[config.mk]
export PLATFORM = sky130hd
export DESIGN_NAME = priority_queue_max_first
export DESIGN_NICKNAME = d
export VERILOG_FILES = /design/src/rtl/pqmf_pkg.sv /design/src/rtl/pqmf_cell.sv /design/src/rtl/priority_queue_max_first.sv
export SDC_FILE = /design/constraint.sdc
export NUM_CORES = 1
export LEC_CHECK = 0
export BUFFER_PORTS_ARGS = -buffer_cell sky130_fd_sc_hd__buf_2
export CAP_MARGIN = 20
export CORE_UTILIZATION = 56
export CTS_CLUSTER_SIZE = 30
export DETAILED_ROUTE_END_ITERATION = 8
export HOLD_SLACK_MARGIN = 0.02
export PLACE_DENSITY = 0.79
export SLEW_MARGIN = 20
export SYNTH_ARGS = -nofsm -noshare
export SYNTH_HDL_FRONTEND = slang
export SYNTH_SLANG_ARGS = --single-unit
export TNS_END_PERCENT = 5
[constraint.sdc]
create_clock -name clk -period 5.3 [get_ports clk]
set_input_delay 0.795 -clock clk [delete_from_list [all_inputs] [get_ports clk]]
set_output_delay 0.795 -clock clk [all_outputs]
set_load 0.1 [all_outputs]
[src/rtl/pqmf_pkg.sv]
`timescale 1ns / 1ps
`default_nettype none

package pqmf_pkg;

    // Action codes carried in the input word.
    localparam logic [1:0] ACT_ENQUEUE = 2'd0;
    localparam logic [1:0] ACT_PEEK    = 2'd1;
    localparam logic [1:0] ACT_DEQUEUE = 2'd2;

    // Status codes carried in the result word.
    localparam logic [1:0] ST_DONE  = 2'd0;
    localparam logic [1:0] ST_FULL  = 2'd1;
    localparam logic [1:0] ST_EMPTY = 2'd2;

    typedef struct packed {
        logic [1:0]         action;
        logic signed [31:0] item_value;
        logic [7:0]         item_priority;
    } in_word_t;

    typedef struct packed {
        logic [1:0]         status;
        logic signed [31:0] out_value;
        logic [7:0]         out_priority;
        logic [3:0]         fill_count;
    } out_word_t;

    // Running best entry that travels down the cell chain.
    typedef struct packed {
        logic               found;
        logic [7:0]         priority_best;
        logic signed [31:0] value_best;
    } scan_t;

    // Commands broadcast from the controller to every cell.
    typedef struct packed {
        logic write_en;
        logic remove_en;
    } cell_ctrl_t;

endpackage

`default_nettype wire

[src/rtl/pqmf_cell.sv]
`timescale 1ns / 1ps
`default_nettype none

module pqmf_cell #(
    parameter int INDEX = 0,
    parameter int IDX_W = 3,
    parameter int CNT_W = 4
) (
    input  wire logic                clk,
    input  wire logic                rst_n,
    input  wire pqmf_pkg::cell_ctrl_t ctrl,
    input  wire logic [CNT_W-1:0]    fill,
    input  wire logic [IDX_W-1:0]    remove_idx,
    input  wire logic signed [31:0]  write_value,
    input  wire logic [7:0]          write_priority,
    input  wire logic signed [31:0]  next_value,
    input  wire logic [7:0]          next_priority,
    input  wire pqmf_pkg::scan_t     scan_in,
    input  wire logic [IDX_W-1:0]    scan_in_idx,
    output pqmf_pkg::scan_t          scan_out,
    output logic [IDX_W-1:0]         scan_out_idx,
    output logic signed [31:0]       value,
    output logic [7:0]               priority_val
);

    logic signed [31:0]  value_reg;
    logic signed [31:0]  value_next;
    logic [7:0]          priority_reg;
    logic [7:0]          priority_next;
    pqmf_pkg::scan_t     scan_reg;
    pqmf_pkg::scan_t     scan_next;
    logic [IDX_W-1:0]    idx_reg;
    logic [IDX_W-1:0]    idx_next;
    logic                occupied;
    logic                take;

    assign occupied = (CNT_W'(INDEX) < fill);

    // Strictly greater keeps the oldest entry among equal priorities.
    assign take = occupied && (!scan_in.found || (priority_reg > scan_in.priority_best));

    always_comb
    begin
        if (take)
        begin
            scan_next.found         = 1'b1;
            scan_next.priority_best = priority_reg;
            scan_next.value_best    = value_reg;
            idx_next                = IDX_W'(INDEX);
        end
        else
        begin
            scan_next = scan_in;
            idx_next  = scan_in_idx;
        end
    end

    // An enqueue lands in the first free cell; a removal pulls every cell at
    // or behind the removed slot forward by one place.
    always_comb
    begin
        value_next    = value_reg;
        priority_next = priority_reg;
        if (ctrl.write_en && (fill == CNT_W'(INDEX)))
        begin
            value_next    = write_value;
            priority_next = write_priority;
        end
        else if (ctrl.remove_en && (IDX_W'(INDEX) >= remove_idx))
        begin
            value_next    = next_value;
            priority_next = next_priority;
        end
    end

    always_ff @(posedge clk)
    begin
        value_reg    <= value_next;
        priority_reg <= priority_next;
    end

    always_ff @(posedge clk or negedge rst_n)
    begin
        if (!rst_n)
        begin
            scan_reg <= '0;
            idx_reg  <= '0;
        end
        else
        begin
            scan_reg <= scan_next;
            idx_reg  <= idx_next;
        end
    end

    assign scan_out     = scan_reg;
    assign scan_out_idx = idx_reg;
    assign value        = value_reg;
    assign priority_val = priority_reg;

endmodule

`default_nettype wire

[src/rtl/priority_queue_max_first.sv]
// Channel  | Valid          | Stall          | Word
// ---------+----------------+----------------+------------------------------
// Request  | item_valid     | item_stall     | item_word   (pqmf_pkg::in_word_t)
// Result   | result_valid   | result_stall   | result_word (pqmf_pkg::out_word_t)
//
// One word is handled at a time. An enqueue is taken into the operation register and
// written to the result register as soon as that is free; a peek or a dequeue also waits
// for the best-entry scan, which moves one cell down the chain each cycle. The controller
// returns to idle as the result is written, so the next word can be accepted even while
// that result waits. A stalled result holds the next operation in the controller until the
// output register frees up. Reset clears fill count, control and scan state, not entries.
`timescale 1ns / 1ps
`default_nettype none

module priority_queue_max_first #(
    parameter int DEPTH = 8
) (
    input  wire logic               clk,
    input  wire logic               rst_n,
    input  wire logic               item_valid,
    output logic                    item_stall,
    input  wire pqmf_pkg::in_word_t item_word,
    output logic                    result_valid,
    input  wire logic               result_stall,
    output pqmf_pkg::out_word_t     result_word
);

    localparam int IDX_W = $clog2(DEPTH);
    localparam int CNT_W = $clog2(DEPTH + 1);

    // The controller has two states: waiting for a request, and executing one.
    typedef enum logic [1:0] {
        S_IDLE = 2'b01,
        S_EXEC = 2'b10
    } state_t;

    state_t              state_reg;
    state_t              state_next;
    pqmf_pkg::in_word_t  op_reg;
    pqmf_pkg::in_word_t  op_next;
    logic [IDX_W-1:0]    wait_reg;
    logic [IDX_W-1:0]    wait_next;
    logic [CNT_W-1:0]    count_reg;
    logic [CNT_W-1:0]    count_next;
    pqmf_pkg::out_word_t out_reg;
    pqmf_pkg::out_word_t out_next;
    logic                out_valid_reg;
    logic                out_valid_next;

    logic                out_free;
    logic                scan_done;
    logic                op_ready;
    logic                commit;
    pqmf_pkg::cell_ctrl_t ctrl;
    pqmf_pkg::out_word_t result_calc;
    logic [CNT_W-1:0]    count_after;
    logic                write_req;
    logic                remove_req;

    pqmf_pkg::scan_t     scan_w [DEPTH+1];
    logic [IDX_W-1:0]    idx_w  [DEPTH+1];
    logic signed [31:0]  value_w [DEPTH];
    logic [7:0]          prio_w  [DEPTH];

    assign scan_w[0] = '0;
    assign idx_w[0]  = '0;

    // The chain of entry cells. Cell 0 holds the oldest entry. The scan
    // enters at cell 0 with nothing found and leaves the last cell holding
    // the oldest entry of highest priority and its slot index.
    for (genvar i = 0; i < DEPTH; i++)
    begin : g_cell
        logic signed [31:0] nb_value;
        logic [7:0]         nb_prio;

        if (i < DEPTH - 1)
        begin : g_mid
            assign nb_value = value_w[i+1];
            assign nb_prio  = prio_w[i+1];
        end
        else
        begin : g_last
            assign nb_value = value_w[i];
            assign nb_prio  = prio_w[i];
        end

        pqmf_cell #(
            .INDEX (i),
            .IDX_W (IDX_W),
            .CNT_W (CNT_W)
        ) u_cell (
            .clk            (clk),
            .rst_n          (rst_n),
            .ctrl           (ctrl),
            .fill           (count_reg),
            .remove_idx     (idx_w[DEPTH]),
            .write_value    (op_reg.item_value),
            .write_priority (op_reg.item_priority),
            .next_value     (nb_value),
            .next_priority  (nb_prio),
            .scan_in        (scan_w[i]),
            .scan_in_idx    (idx_w[i]),
            .scan_out       (scan_w[i+1]),
            .scan_out_idx   (idx_w[i+1]),
            .value          (value_w[i]),
            .priority_val   (prio_w[i])
        );
    end

    assign out_free   = !out_valid_reg || !result_stall;
    assign item_stall = (state_reg != S_IDLE);

    // The store is stable from one commit to the next, so once the wait counter marks the
    // scan done, the scan at the end of the chain reflects the current store.
    assign scan_done = (wait_reg == IDX_W'(DEPTH - 1));
    assign op_ready  = ((op_reg.action != pqmf_pkg::ACT_PEEK)
                        && (op_reg.action != pqmf_pkg::ACT_DEQUEUE)) || scan_done;
    assign commit    = (state_reg == S_EXEC) && op_ready && out_free;

    always_comb
    begin
        result_calc = '0;
        count_after = count_reg;
        write_req   = 1'b0;
        remove_req  = 1'b0;
        case (op_reg.action)
            pqmf_pkg::ACT_ENQUEUE:
            begin
                if (count_reg == CNT_W'(DEPTH))
                begin
                    result_calc.status = pqmf_pkg::ST_FULL;
                end
                else
                begin
                    result_calc.status = pqmf_pkg::ST_DONE;
                    count_after        = count_reg + CNT_W'(1);
                    write_req          = 1'b1;
                end
            end
            pqmf_pkg::ACT_PEEK:
            begin
                if (count_reg == '0)
                begin
                    result_calc.status = pqmf_pkg::ST_EMPTY;
                end
                else
                begin
                    result_calc.status       = pqmf_pkg::ST_DONE;
                    result_calc.out_priority = scan_w[DEPTH].priority_best;
                end
            end
            pqmf_pkg::ACT_DEQUEUE:
            begin
                if (count_reg == '0)
                begin
                    result_calc.status = pqmf_pkg::ST_EMPTY;
                end
                else
                begin
                    result_calc.status       = pqmf_pkg::ST_DONE;
                    result_calc.out_value    = scan_w[DEPTH].value_best;
                    result_calc.out_priority = scan_w[DEPTH].priority_best;
                    count_after              = count_reg - CNT_W'(1);
                    remove_req               = 1'b1;
                end
            end
            default:
            begin
                result_calc.status = pqmf_pkg::ST_DONE;
            end
        endcase
        result_calc.fill_count = 4'(count_after);
    end

    assign ctrl = '{write_en: commit && write_req, remove_en: commit && remove_req};

    always_comb
    begin
        state_next     = state_reg;
        op_next        = op_reg;
        wait_next      = wait_reg;
        count_next     = count_reg;
        out_next       = out_reg;
        out_valid_next = out_valid_reg && result_stall;
        case (state_reg)
            S_IDLE:
            begin
                if (item_valid)
                begin
                    op_next    = item_word;
                    wait_next  = '0;
                    state_next = S_EXEC;
                end
            end
            S_EXEC:
            begin
                if (!scan_done)
                begin
                    wait_next = wait_reg + IDX_W'(1);
                end
                if (commit)
                begin
                    out_next       = result_calc;
                    out_valid_next = 1'b1;
                    count_next     = count_after;
                    state_next     = S_IDLE;
                end
            end
            default:
            begin
                state_next = S_IDLE;
            end
        endcase
    end

    always_ff @(posedge clk or negedge rst_n)
    begin
        if (!rst_n)
        begin
            state_reg     <= S_IDLE;
            wait_reg      <= '0;
            count_reg     <= '0;
            out_valid_reg <= 1'b0;
        end
        else
        begin
            state_reg     <= state_next;
            wait_reg      <= wait_next;
            count_reg     <= count_next;
            out_valid_reg <= out_valid_next;
        end
    end

    always_ff @(posedge clk)
    begin
        op_reg  <= op_next;
        out_reg <= out_next;
    end

    assign result_valid = out_valid_reg;
    assign result_word  = out_reg;

endmodule

`default_nettype wire

==> results of run 1 <==
## worst max-delay path, cell delays in order (launching register included)
cell	delay [ns]
sky130_fd_sc_hd__dfrtp_1	0.56
sky130_fd_sc_hd__inv_1	0.19
sky130_fd_sc_hd__ha_1	0.36
sky130_fd_sc_hd__nor3b_1	0.23
sky130_fd_sc_hd__inv_2	0.09
sky130_fd_sc_hd__nand2_1	0.08
sky130_fd_sc_hd__or3_1	0.51
sky130_fd_sc_hd__o21bai_4	0.69
sky130_fd_sc_hd__buf_4	0.41
## layout by cell type (no fill, tap or decap), types with 41 or more instances in the layout
cell	Yosys	layout
sky130_fd_sc_hd__buf_4	7	53
sky130_fd_sc_hd__edfxtp_1	408	408
sky130_fd_sc_hd__clkbuf_16	0	78
sky130_fd_sc_hd__nand3_1	125	125
sky130_fd_sc_hd__ha_1	65	65
sky130_fd_sc_hd__o21ai_0	82	82
sky130_fd_sc_hd__dfrtp_1	353	353
sky130_fd_sc_hd__mux2_2	305	305
sky130_fd_sc_hd__nand2_1	299	299
sky130_fd_sc_hd__and3_1	57	57
sky130_fd_sc_hd__inv_1	111	110
sky130_fd_sc_hd__nand4_1	241	241
sky130_fd_sc_hd__o211ai_1	201	201
sky130_fd_sc_hd__buf_2	42	92
sky130_fd_sc_hd__and2_1	41	41
## power by group
part / internal, mW / leakage, nW / switching [mW]
registers: 7.86 / 7.94 / 1.03
clock network: 3.52 / 1.34 / 2.38
logic: 2.23 / 5.22 / 4.44
## logic make-up (layout without fill, tap and decap cells)
| kind of cell | after synthesis | after routing | synth area share [%] |
|---|---|---|---|
| AO/OA/AOI/OAI | 406 | 406 | 8.503 |
| AND/OR/NAND/NOR | 829 | 829 | 12.66 |
| adder cells (fa/ha/maj) | 65 | 65 | 2.365 |
| buffers and inverters | 345 | 406 | 4.439 |
| multiplexers | 325 | 325 | 10.64 |
| flip-flops | 762 | 762 | 61.39 |
## layout make-up
cell class | count | area [um2]
Timing Repair Buffer | 148 | 913.4
Fill cell | 4343 | 22280
Inverter | 112 | 422.9
Multi-Input combinational cell | 1625 | 12000
Clock inverter | 43 | 623.1
Tap cell | 782 | 978.4
Sequential cell | 762 | 21110
Clock buffer | 103 | 2146
## how the worst max path moves through the flow
stage / cells after the start / startpoint / to
after CTS: 7 / op_reg[40] / g_cell[3].u_cell.value[10]
final: 8 / count_reg[1] / g_cell[1].u_cell.value[22]
after floorplan: 9 / count_reg[1] / g_cell[0].u_cell.priority_val[0]
after global routing: 7 / op_reg[40] / g_cell[3].u_cell.value[14]
after detailed placement: 8 / count_reg[1] / g_cell[1].u_cell.value[22]
after global placement: 8 / op_reg[40] / g_cell[0].u_cell.value[13]
## synth_stat cells, types with 19 or more instances
cell and n:
sky130_fd_sc_hd__clkbuf_1 164, sky130_fd_sc_hd__edfxtp_1 408, sky130_fd_sc_hd__o211ai_1 201, sky130_fd_sc_hd__a311o_1 40, sky130_fd_sc_hd__ha_1 65, sky130_fd_sc_hd__and3_1 57, sky130_fd_sc_hd__nand2_1 299, sky130_fd_sc_hd__mux2_1 19
sky130_fd_sc_hd__inv_1 111, sky130_fd_sc_hd__buf_2 42, sky130_fd_sc_hd__dfrtp_1 353, sky130_fd_sc_hd__and2_1 41, sky130_fd_sc_hd__nand3_1 125, sky130_fd_sc_hd__o21ai_0 82, sky130_fd_sc_hd__mux2_2 305, sky130_fd_sc_hd__buf_6 20
sky130_fd_sc_hd__nand4_1 241
## metal layers
| metal | vias up | part of all wire [%] | track usage (%) |
|---|---|---|---|
| li1 | 10222 | - | - |
| met1 | 11754 | 43 | 39.90 |
| met3 | 150 | 10 | 5.997 |
| met5 | - | 0 | 0 |
| met4 | 0 | 2.5 | 8.413 |
| met2 | 1409 | 44 | 38.96 |
## stage by stage
step | instances | instance area, um2 | worst slack [ns] | hold slack (ns) | util (%)
floorplan | 2732 | 34390 | 1.150 | 0.4133 | -
global placement | 3429 | 35420 | 1.968 | 0.4203 | 58.58
detailed placement | 3429 | 35420 | 1.827 | 0.4267 | 58.58
CTS | 3575 | 38190 | 1.815 | 0.2290 | 63.16
global route | 3575 | 38190 | 1.642 | 0.2726 | 63.16
finish | 3575 | 38190 | 1.813 | 0.1802 | 63.16
==> impl.org, run 1 <==
** Outcome
- The run finished with clean final reports.

** STA
- Final max-slew violation count :: 0
- Top achievable clock speed :: about 290 MHz
- The final-report hold violation count is 0.
- In this run the tightest slew margin relative to its limit is a little over a quarter.
- Period utilization :: about two thirds
- Setup violations remaining at the end of the flow were counted as 0.
- Sum of negative setup slack :: 0 ns
- The clock period could shrink to approximately 3.5 ns.
- Setup repair after global routing left no endpoint under its margin.
- For the final database, setup skew stands at ~0.038 ns.
- Worst-margin pin slew :: 1.102 ns

** Pwr
- In this run the power density over the cells is between 500 and 600 nW/um2.
- Summed over all cells, the static leakage comes to around 14 nW.
- Total power for the finished layout comes to 21.47 mW.
- Peak VDD IR :: roughly 0.34 mV

** Floorplanning
- Die boundary height :: 249.8 um
- Number of primary I/O pins :: 94
- Once the floorplan was initialized, standard cells occupied between 50% and 60% of the core.
- The die covers 62400 um2.
- The core region is ~60000 um2.
- The floorplan has 90 rows.
- Horizontal die dimension :: 249.8 um

** Critical path
- Across all register-to-register paths, the minimum setup slack is around 1.8 ns.
- Data arrival time at the worst-slack endpoint :: between 3 and 4 ns
- CP endpoint kind :: register
- Startpoint class of the critical path :: register
- Data on the critical path is required at its endpoint by about 5.6 ns.
- Critical path class :: reg -> reg
- Largest fanout on the critical path :: 21
- For the worst flop-to-flop path, the logic depth is 8.
- In this run the critical register-to-register path is launched from count_reg[1].
- In this run the critical register-to-register path is captured at g_cell[1].u_cell.value[22].

** CTS
- In this run, post-CTS hold repair placed 0 buffers.
- TritonCTS built the clock tree.
- Clock tree root buffer cell :: sky130_fd_sc_hd__clkbuf_16
- Number of buffers on the longest clock path :: 3
- Gates resized during post-CTS repair numbered 0.
- Reg clk slew, reported paths :: 0.06 ns
- Number of setup buffers added after CTS :: 0
- The H-tree was split into 3 levels.
- Clock insertion delay at the later pin of the skew report :: 0.64 ns
- Buffers inserted during clock tree synthesis total 78.
- The tree built by TritonCTS fans out to roughly 760 sinks.

** Yosys
- Synthesis produced a netlist with a net count of 2843.
- Of the synthesized area, sequential elements account for around three fifths.
- Summed over all instances, the cell type with the most area after synthesis is sky130_fd_sc_hd__edfxtp_1.
- During synthesis, Yosys emitted a total of 0 warnings.
- Most area-consuming cells after synthesis :: sky130_fd_sc_hd__edfxtp_1 (36%), sky130_fd_sc_hd__dfrtp_1 (26%), sky130_fd_sc_hd__mux2_2 (10%), sky130_fd_sc_hd__o211ai_1 (4.4%), sky130_fd_sc_hd__nand4_1 (4.4%)
- Main synth FF type :: sky130_fd_sc_hd__edfxtp_1
- After synthesis, the largest area contributor takes up a little over a third of total cell area.
- Synth Cell Area :: between 30000 and 40000 um2
- Cells after Synth :: 2732
- The average instance in the mapped netlist occupies approximately 13 um2.
- Number of enable-type register cells in the synthesized netlist :: roughly 410
- Distinct cell type count after synthesis :: 56
- Share of async-settable or async-resettable flops after synthesis :: a little under half
- The synthesized design contains 762 register bits.

** Global route
- Global routing used a little over a quarter of the available tracks.
- Number of global-route vias before repair :: 22621
- Initial antenna violation count :: 2
- Overflow after GRT :: 0
- Maximum number of pins on one net before global-route repair :: about 160
- The first global-routing pass estimated between 100000 and 150000 um of wire.

** Placed design
- Estimated wirelength of the detail-placed design :: around 52000 um
- Routability-driven placement finished with a final weighted congestion of 0.8553.
- In this run the tool buffered the top-level ports with 93 buffer cells.

** Cells and area
- The repair_antennas step left the layout with diodes totalling 0.
- Share of final-layout standard cells stronger than drive strength 1 :: 22.59%
- After the last flow step, the layout net total stands at 2838.
- Growth of design area from synthesis to finish :: 11.06%
- Number of flip-flops under the largest register name :: ~330

** Route
- Across all layers, the routed design uses about 24000 vias.
- Wirelength per Cell :: ~23 um
- In this run, the number of DRC markers left after iteration 0 of detailed routing was roughly 3200.
- Pre-Repair DR Iteration Count :: 6
- Using the TritonRoute via totals, the vias-per-cell ratio works out to approximately 6.6.
- Antenna Violating Nets Remaining :: 0
- Wires add up to approximately 83000 um.
- In the routed design, unresolved DRC markers number 0.

** Flow run
- Max_cap viols :: 0

** Worst hold path
- HP Class :: in -> async
Note: power is estimated with default switching activity, not from simulation.
==> run 2, diff against run 1 <==
clock period = 3.1 ns   (was 5.3 ns; I/O delays follow)
==> run 2 against run 1 <==
  * Register-to-register slack lost 1.4 ns
  * Largest cell class unchanged
  * Count of clock-buffer cells in the layout increased by 8
  * Cell count increased by 1.9%
  * Total power up 69%
  * Clock skew down 0.011 ns
  * Utilization rose by 1.3 points
  * Wire length is 3.2% higher
  * Via count grew 1.9%
==> impl.org, run 2 (synthesized netlist as in run 1, its figures left out) <==
** Worst hold path
- The min-delay analysis places its worst path in the category in -> reg.
- Number of cells traversed by the worst hold path :: 1

** Route
- Wirelength per Cell :: around 24 um
- In the routed design, unresolved DRC markers number 0.
- After detailed routing, the met3 layer carries approximately 9000 um of wire.
- Summing over every cut layer, the via total after detailed routing is 23981.
- Wire length on met2 :: 39200 um
- The detailed router finished its first iteration with approximately 2700 violations.
- The count of nets left with antenna violations once routing finished came out at 0.
- Via density per instance :: ~6.6
- The routed design has roughly 86000 um of wire.
- Uppermost routed layer :: met4
- The detailed router put a total of between 30000 and 40000 um of wire on met1.
- Pre-Repair DR Iteration Count :: 6

** Critical path
- Largest fanout on the critical path :: 40
- STA classifies the critical path endpoint as a register.
- Chain of cells forming the critical path :: ha_1 > ha_1 > nand2b_1 > nand3_4 > or3_1 > o21bai_4 > buf_12
- Counting stages on the worst path, the most repeated cell is sky130_fd_sc_hd__ha_1.
- Data arrival time at the worst-slack endpoint :: 2.98 ns
- Maximum cell stage delay along the critical path :: just over 0.6 ns
- Number of buffer and inverter instances along the worst setup path :: 1
- Crit. path cell count :: 7
- The worst register-to-register path has a depth of 7.
- In this design, the largest share of critical-path delay is due to simple AND/OR/NAND/NOR gates.
- The worst setup path is launched from a register.
- Required @ worst endpoint :: 3.40 ns
- On the critical path, the stage with the largest delay is an instance of sky130_fd_sc_hd__or3_1.
- Critical path class :: reg -> reg

** CTS
- Clock latency on the worst-skew pair, taken at its later pin, is about 0.63 ns.
- Reg clk slew, reported paths :: ~0.060 ns
- Post-CTS timing repair inserted 0 buffers for setup.
- TritonCTS built the clock tree.
- Clock tree synthesis found a total of approximately 760 sinks.
- Counting the buffers created by CTS gives 77.
- Counting along the longest clock path gives a buffer depth of 3.
- Clock tree root buffer cell :: sky130_fd_sc_hd__clkbuf_16
- CTS H-tree lvls :: 3

** STA
- Setup violations remaining at the end of the flow were counted as 0.
- RSZ-0062 raised after global routing :: no
- Slew headroom :: 25.98%
- Derived from the worst setup path, the maximum achievable clock frequency is around 370 MHz.
- Clk_skew :: approximately 0.027 ns
- At the pin with the least slew margin, the transition time is 1.110 ns.
- Period utilization :: around 86%
- Sum of negative setup slack :: 0 ns
- Across all hold checks on the routed design, the worst slack comes to 0.04026 ns.
- Count of endpoints failing hold in the final timing report :: 0
- In the post-route analysis, the smallest setup slack over all paths is about 0.42 ns.
- The number of max-slew violations in the final report was 0.
- Post-layout minimum cycle time :: around 2.7 ns

** Cells and area
- Most common library cell in the layout ignoring fill and taps :: sky130_fd_sc_hd__edfxtp_1
- Filler cell count in the final layout :: roughly 4200
- The finished cells cover ~39000 um2.
- 0 antenna diodes ended up in the layout.
- Share of final-layout standard cells stronger than drive strength 1 :: 22.80%
- Once layout is complete, the utilization of the core stands at around 64%.
- Number of flip-flops under the largest register name :: approximately 330
- Nets :: 2907
- The area growth from synthesis to layout is 13.31%.
- In the layout the commonest cells are sky130_fd_sc_hd__edfxtp_1 (408), sky130_fd_sc_hd__dfrtp_1 (353), sky130_fd_sc_hd__mux2_2 (305).

** Global route
- For this run the aggregate overflow at the end of global routing stands at 0.
- Initial antenna violation count :: 1
- Global routing consumed, over all layers together, approximately 28% of the routing resources.
- Entering global routing, the biggest net connects a little over 80 pins.
- Wire length of the first global-routing pass :: approximately 140000 um
- Number of global-route vias before repair :: 23226

** Placed design
- The congestion estimate from routability-driven global placement came to approximately 0.9.
- Placed standard-cell area :: 36020 um2
- Estimated wirelength of the detail-placed design :: between 50000 and 60000 um
- Worst slack at placement :: 0.4286 ns
- Buffers placed on the I/O ports in this run total 93.

** Floorplanning
- Initial standard-cell utilization of the core :: between 50% and 60%
- Number of primary I/O pins :: 94
- From left edge to right edge, the die measures 249.8 um.
- The core region is approximately 60000 um2.
- Area of the die :: 62400 um2
- The die is about 250 um tall.
- Number of rows in the core area :: 90

** Pwr
- Power share of the clock group :: ~26%
- The analysis attributes to net switching a power of approximately 13 mW.
- Net Sw Frac :: 36.90%
- The worst-case IR drop observed on VDD is 0.7092 mV.
- Combinational logic burns between 30% and 40% of the power.
- In this run, flip-flops and latches consume around two fifths of the power.
- P_int :: about 23 mW
- Leakage Power :: between 10 and 15 nW
- Power density relative to cell area :: roughly 930 nW/um2

** Outcome
- Status :: complete, no violations

** Flow run
- Across the run, the number of max-cap violations was 0.
run 2: changes by cell type in the layout (fill, tap and decap cells not counted), sizes merged:
cell,change
bufinv,-9
clkinv,+1
inv,-1
clkbuf,+8
dlygate4sd3,+39
clkinvlp,-2
buf,+31
run 2: worst reg2reg max path: stages, from the launching register on:
cell                       delay [ns]
sky130_fd_sc_hd__dfrtp_1         0.40
sky130_fd_sc_hd__ha_1            0.17
sky130_fd_sc_hd__ha_1            0.19
sky130_fd_sc_hd__nand2b_1        0.19
sky130_fd_sc_hd__nand3_4         0.26
sky130_fd_sc_hd__or3_1           0.62
sky130_fd_sc_hd__o21bai_4        0.24
sky130_fd_sc_hd__buf_12          0.25
run 2: power by group through the flow:
stage / Combinational (mW) / Clock (mW) / Sequential (mW)
after floorplan: 8.05 / 0 / 15.0
final: 11.8 / 9.35 / 15.2
after global placement: 11.0 / 0 / 15.1
after global routing: 12.9 / 9.88 / 15.4
after detailed placement: 11.5 / 0 / 15.3
after CTS: 11.6 / 9.47 / 15.1
run 2: path summary, 6_finish.rpt:
kind                                                  startpoint                          endpoint  slack, ns
worst max register to register                       wait_reg[0]        g_cell[0].u_cell.value[12]       0.42
worst min register to register  g_cell[6].u_cell.scan_out_idx[1]  g_cell[7].u_cell.scan_out_idx[1]       0.44
worst max-delay path                                 wait_reg[0]        g_cell[0].u_cell.value[12]       0.42
min in group asynchronous                                  rst_n     g_cell[0].u_cell.scan_out[28]       0.47
worst min-delay path                               item_word[28]                        op_reg[28]       0.04
max in group asynchronous                                  rst_n     g_cell[0].u_cell.scan_out[12]       1.76
run 2: repair_timing:
action	4_1_cts	5_1_grt
endpoints found under the hold margin	107	0
endpoints found under the setup margin	0	0
hold buffers	39	0
gates resized for setup	0	0
run 2: final cells by class:
cell class	instances	area, um2	share of cell area, %
Sequential cell	762	21110	54.18
Multi-Input combinational cell	1625	12010	30.83
Clock buffer	111	2260	5.799
Timing Repair Buffer	218	1887	4.842
Tap cell	782	978.4	2.511
Inverter	112	422.9	1.085
Clock inverter	32	292.8	0.7514
run 2: metrics by stage:
step	cells	power (mW)
after global routing	3642	38.17
after detailed placement	3460	26.73
after global placement	3460	26.10
after floorplan	2732	23.07
after CTS	3642	36.16
final	3642	36.31
run 2: routing by layer:
metal,GRT usage [%],up-vias
met3,5.142,158
met1,40.42,12037
met2,42.01,1434
met4,8.042,0
li1,-,10352
met5,0,-
